$ cat src/rtl/pjd_pkg.sv
// shared types and constants for the priority job dispatcher
// used by pjd_ctrl, pjd_datapath and priority_job_dispatcher
package pjd_pkg;

  typedef struct packed {
    logic        kind;
    logic [31:0] time_stamp;
    logic [31:0] process_number;
    logic [15:0] job_tag;
    logic [6:0]  importance;
    logic [31:0] duration;
    logic [4:0]  wanted;
  } in_item_t;

  typedef struct packed {
    logic [31:0] out_time_stamp;
    logic [31:0] out_process;
    logic [15:0] out_tag;
    logic [6:0]  out_importance;
    logic [31:0] out_duration;
    logic        last;
  } out_item_t;

  typedef struct packed {
    logic        busy;
    logic [31:0] stamp;
    logic [31:0] process;
    logic [15:0] tag;
    logic [6:0]  imp;
    logic [31:0] dur;
    logic [31:0] order;
  } slot_rec_t;

  localparam logic KIND_JOB    = 1'b0;
  localparam logic KIND_ASSIGN = 1'b1;

  typedef enum logic [6:0] {
    ST_IDLE = 7'b0000001,
    ST_JOB  = 7'b0000010,
    ST_CNT  = 7'b0000100,
    ST_LIM  = 7'b0001000,
    ST_SCAN = 7'b0010000,
    ST_DISP = 7'b0100000,
    ST_OUT  = 7'b1000000
  } state_t;

  typedef struct packed {
    logic latch;
    logic store;
    logic cnt_run;
    logic lim_load;
    logic scan_init;
    logic scan_run;
    logic dispatch;
  } cmd_t;

  typedef struct packed {
    logic in_kind;
    logic cnt_done;
    logic lim_zero;
    logic scan_done;
    logic out_taken;
    logic all_sent;
  } status_t;

  // smaller key is served first
  function automatic logic [102:0] prio_key(slot_rec_t r);
    return {~r.imp, r.stamp, r.dur, r.order};
  endfunction

endpackage

$ cat src/rtl/pjd_ctrl.sv
// sequencing state machine of the dispatcher
// depends on pjd_pkg for state, command and status types
module pjd_ctrl (
  input  logic             clk,
  input  logic             rst_n,
  input  logic             in_valid,
  output logic             in_ready,
  input  pjd_pkg::status_t sts,
  output pjd_pkg::cmd_t    cmd
);
  import pjd_pkg::*;

  state_t state_r, state_nxt;

  always_ff @(posedge clk) begin
    if (!rst_n) begin
      state_r <= ST_IDLE;
    end else begin
      state_r <= state_nxt;
    end
  end

  always_comb begin
    state_nxt = state_r;
    cmd = '0;
    in_ready = 1'b0;
    unique case (state_r)
      ST_IDLE: begin
        in_ready = 1'b1;
        if (in_valid) begin
          cmd.latch = 1'b1;
          state_nxt = (sts.in_kind == KIND_ASSIGN) ? ST_CNT : ST_JOB;
        end
      end
      ST_JOB: begin
        cmd.store = 1'b1;
        state_nxt = ST_IDLE;
      end
      ST_CNT: begin
        cmd.cnt_run = 1'b1;
        if (sts.cnt_done) state_nxt = ST_LIM;
      end
      ST_LIM: begin
        cmd.lim_load = 1'b1;
        cmd.scan_init = 1'b1;
        state_nxt = sts.lim_zero ? ST_IDLE : ST_SCAN;
      end
      ST_SCAN: begin
        cmd.scan_run = 1'b1;
        if (sts.scan_done) state_nxt = ST_DISP;
      end
      ST_DISP: begin
        cmd.dispatch = 1'b1;
        state_nxt = ST_OUT;
      end
      ST_OUT: begin
        if (sts.out_taken) begin
          if (sts.all_sent) begin
            state_nxt = ST_IDLE;
          end else begin
            cmd.scan_init = 1'b1;
            state_nxt = ST_SCAN;
          end
        end
      end
      default: state_nxt = ST_IDLE;
    endcase
  end

endmodule

$ cat config.mk
export PLATFORM = sky130hd
export DESIGN_NAME = pjd_ctrl
export DESIGN_NICKNAME = d
export VERILOG_FILES = /design/src/rtl/pjd_pkg.sv /design/src/rtl/pjd_ctrl.sv
export SDC_FILE = /design/constraint.sdc
export NUM_CORES = 1
export LEC_CHECK = 0
export BUFFER_PORTS_ARGS = -buffer_cell sky130_fd_sc_hd__buf_2
export CORE_UTILIZATION = 25
export DETAILED_ROUTE_END_ITERATION = 6
export SETUP_SLACK_MARGIN = 0.5
export SYNTH_ARGS = -nofsm -noshare
export SYNTH_HDL_FRONTEND = slang
export SYNTH_SLANG_ARGS = --single-unit
$ cat constraint.sdc
create_clock -name clk -period 1.5 [get_ports clk]
set_input_delay 0.15 -clock clk [delete_from_list [all_inputs] [get_ports clk]]
set_output_delay 0.15 -clock clk [all_outputs]
set_load 0.02 [all_outputs]
* Word-level counts from Yosys, hierarchy flattened
Index checks and enable logic that the tools add are counted.
** Operators by class
- Equality and inequality tests :: 11
- Reductions and logical operators :: 1
- Mux-type cells :: 19
** Operators by type and width (count)
- $pmux W7 S6 :: 1
- $mux W7 :: 4
- $mux W1 :: 10
- $mux W5 :: 2
- $ne A2 B2 Y1 const B :: 4
- $eq A7 B1 Y1 const B :: 1
- $eq A7 B2 Y1 const B :: 1
- $eq A7 B3 Y1 const B :: 1
- $eq A7 B4 Y1 const B :: 1
- $eq A7 B5 Y1 const B :: 1
- $eq A7 B6 Y1 const B :: 1
- $eq A7 B7 Y1 const B :: 1
- $reduce_and A4 Y1 :: 1
- $mux W3 :: 1
- $pmux W1 S2 :: 1
** Storage, ports and cells
- Output and inout port bits :: 8
- Register bits :: 7
- Logic and storage cells :: 32
- Input port bits :: 9

* Longest topological paths before layout
- Word-level depth :: 3
- Mapped depth :: 5
- Mapped depth without buffers :: 4

* Least setup slack after synthesis
OpenSTA, ideal clock, no wires.
- Path kind :: register to output
- From :: register state_r[6]
- To :: output port cmd[2] in the netlist's numbering
- Arrival time :: 1.311 ns
- Setup slack :: 0.039 ns
- Path buffers :: 1
- Data required time :: 1.350 ns
- Cell stages (with the launch flop) :: 5
- Cell sequence :: dfxtp_1 buf_6 nand2b_1 or3b_1 a21oi_1
** RTL lines
- from (decl) :: line pjd_ctrl.sv:13 : state_t state_r, state_nxt;
- from (signal assigned) :: line pjd_ctrl.sv:19 : state_r <= state_nxt;
- to (decl) :: line pjd_ctrl.sv:9 : output pjd_pkg::cmd_t cmd

==> run metrics <==
routed length per instance=12.3 µm; drt drc=0; Startpoint Class=register; Syn Area/Cell=8.03 µm²; Largest Register=state_r; die area=2410 µm²; via-per-instance ratio=4.67; Worst-Skew Late Latency=0.25 ns; Netlist cell types=33; TritonCTS buffer count=3; WP buf/inv=1; Worst Path Required=1.35 ns; Routed WL=1520 µm; DR pass1 iterations=2; Pleak=between 0.3 and 0.4 nW; Num Clock Sinks=7; Final ANT Viol Nets=0; Slowest cell on crit path=dfxtp_4; CTS Buffer Depth=2; grt ovf=0; multi-input logic area=448 µm²; Final Cycle Share=between 90% and 100%; commonest non-fill, non-tap cells in the layout=buf_4 (11), buf_2 (8), buf_6 (8), nor2_1 (7), dfxtp_4 (4); crit-path max cell delay=around 0.36 ns; vias in the first global route=593; CTS H-tree depth=1; nets@finish=roughly 110; setup_tns=0 ns; share of cells above drive strength 1=64.9%; hold-critical path depth=2; Fin. Hold Viols=0; Power Density=between 600 and 700 nW/µm²; number of synthesized register bits=7; cell count after synthesis=69; Slew Viols, Final=0; CTS tree=built; via count=579; mapped cell area=554 µm²; post-synthesis sequential area ratio=25.3%; initial antenna violation count=0; Tot GR Track Use=approximately 14%; CP top delay family=simple AND/OR/NAND/NOR gates; gpl congestion=0.755; largest net degree at the start of global routing=9; Least-Margin Pin Slew=0.277 ns; crit end category=output port; post-route insts no fill=124; row cnt=16; clk_skew=0.00429 ns; commonest non-fill, non-tap cell in the layout=buf_4; unrepaired setup endpoints after global routing=true; IO Port Bufs=16; Worst-path clk slew=0.05 ns; max cap viols=0; Initial Utilization=27.4%; Worst R2R Path Depth=6; max FFs per register=7; CP Max Fanout=4; Die Y=between 40 and 50 µm; WP depth=4; Fmax achieved=675 MHz; critical path class=register to output port; IO Count=17; Crit path arrival time=1.33 ns; DIE WIDTH=49.1 µm; total power=about 0.55 mW; Synth Warn #=0; Slew Limit Headroom=81.5%; setup violators final=0; Top Registers=state_r x7; fin util=44.4%; Place WS=around 0.14 ns; status=finished clean; hold_buf cts=0; Ant. Diodes=0; Filler cells=between 200 and 250; critical path, cell by cell=nor3_4 -> and4b_4 -> and2_4 -> buf_6; CORE AREA=slightly above 2000 µm²; worst hold path class=input pin to register; root buf cell=clkbuf_4; VDD IR max=514 µV; synth-to-layout area growth=62.1%; Starting DRT DRC Count=4; hpwl dp=1070 µm; Register Area=159 µm²; global-route wire length before repair=2570 µm; Inst Count DP=110; syn_nets=78; PnR worst setup slack=roughly 0.018 ns; crit path time final=around 1.5 ns
[path summary, 6_finish.rpt]
path / slack, ns / from / to
worst max-delay path: 0.02 / state_r[6] / cmd[6]
worst min-delay path: 0.06 / sts[5] / state_r[1]
worst max register to register: 0.17 / state_r[6] / state_r[6]
worst min register to register: 0.58 / state_r[4] / state_r[5]
[stage by stage]
step | cell area [µm²] | hold slack, ns
floorplan | 598 | 0.220
global placement | 686 | 0.339
detailed placement | 686 | 0.335
CTS | 873 | 0.0592
global route | 898 | 0.0636
finish | 898 | 0.0637
[cell type report]
type / instances / share of cell area (%)
clock buffer: 4 / 2.92
multi-input combinational: 54 / 49.9
sequential: 7 / 17.7
inverter: 5 / 2.09
timing repair buffer: 27 / 23.7
tap: 27 / 3.76
[cells in the mapped netlist]
master | count | area share, %
nor2_1 | 10 | 6.8
dfxtp_1 | 7 | 25
inv_1 | 5 | 3.4
nand2_1 | 5 | 3.4
nand3_1 | 4 | 3.6
a21oi_1 | 3 | 2.7
buf_6 | 3 | 6.1
nor3b_2 | 3 | 6.8
nand2b_1 | 2 | 2.3
nor2b_1 | 2 | 2.3
o21ai_0 | 2 | 1.8
o22ai_1 | 2 | 2.3
a21boi_1 | 1 | 1.4
a22oi_1 | 1 | 1.4
a31oi_1 | 1 | 1.1
and2_1 | 1 | 1.1
and2_4 | 1 | 1.6
and4b_1 | 1 | 1.8
and4b_4 | 1 | 2.5
mux2i_1 | 1 | 1.8
nand3b_1 | 1 | 1.4
nand4_1 | 1 | 1.1
nor2_2 | 1 | 1.1
nor3_1 | 1 | 0.90
nor3_2 | 1 | 1.8
nor3_4 | 1 | 2.9
nor4b_1 | 1 | 1.6
o2111ai_2 | 1 | 2.7
o21a_1 | 1 | 1.4
o32ai_1 | 1 | 1.6
or2_1 | 1 | 1.1
or3b_1 | 1 | 1.6
xor2_1 | 1 | 1.6
[power by group]
part / leakage [nW] / switching (mW) / total [mW] / internal, mW
logic: 0.289 / 0.0850 / 0.177 / 0.0917
registers: 0.0607 / 0.0125 / 0.201 / 0.189
clock network: 0.0150 / 0.0683 / 0.170 / 0.101
total: 0.365 / 0.166 / 0.548 / 0.382
[cells by family (layout without fill, tap and decap cells)]
kind of cell	after synthesis	after routing	synth area share, %
simple gates	39	39	45.6
compound gates	13	13	16.3
buf+inv	8	36	9.48
flops	7	7	25.3
xor+xnor	1	1	1.58
mux	1	1	1.81
[layer usage]
| layer | track usage (%) | vias up | part of all wire (%) |
|---|---|---|---|
| met1 | 17.8 | 261 | 47 |
| met5 | 0 | - | 0 |
| met4 | 2.94 | 0 | 0 |
| li1 | - | 300 | - |
| met2 | 22.4 | 18 | 48 |
| met3 | 5.92 | 0 | 4.7 |
[repair_timing]
action                     4_1_cts  5_1_grt
pin swaps                       10        6
hold endpoints to repair         0        0
gates resized for setup         31        4
setup buffers                    9        1
setup endpoints to repair       15       15
(Power assumes the default switching activity.)
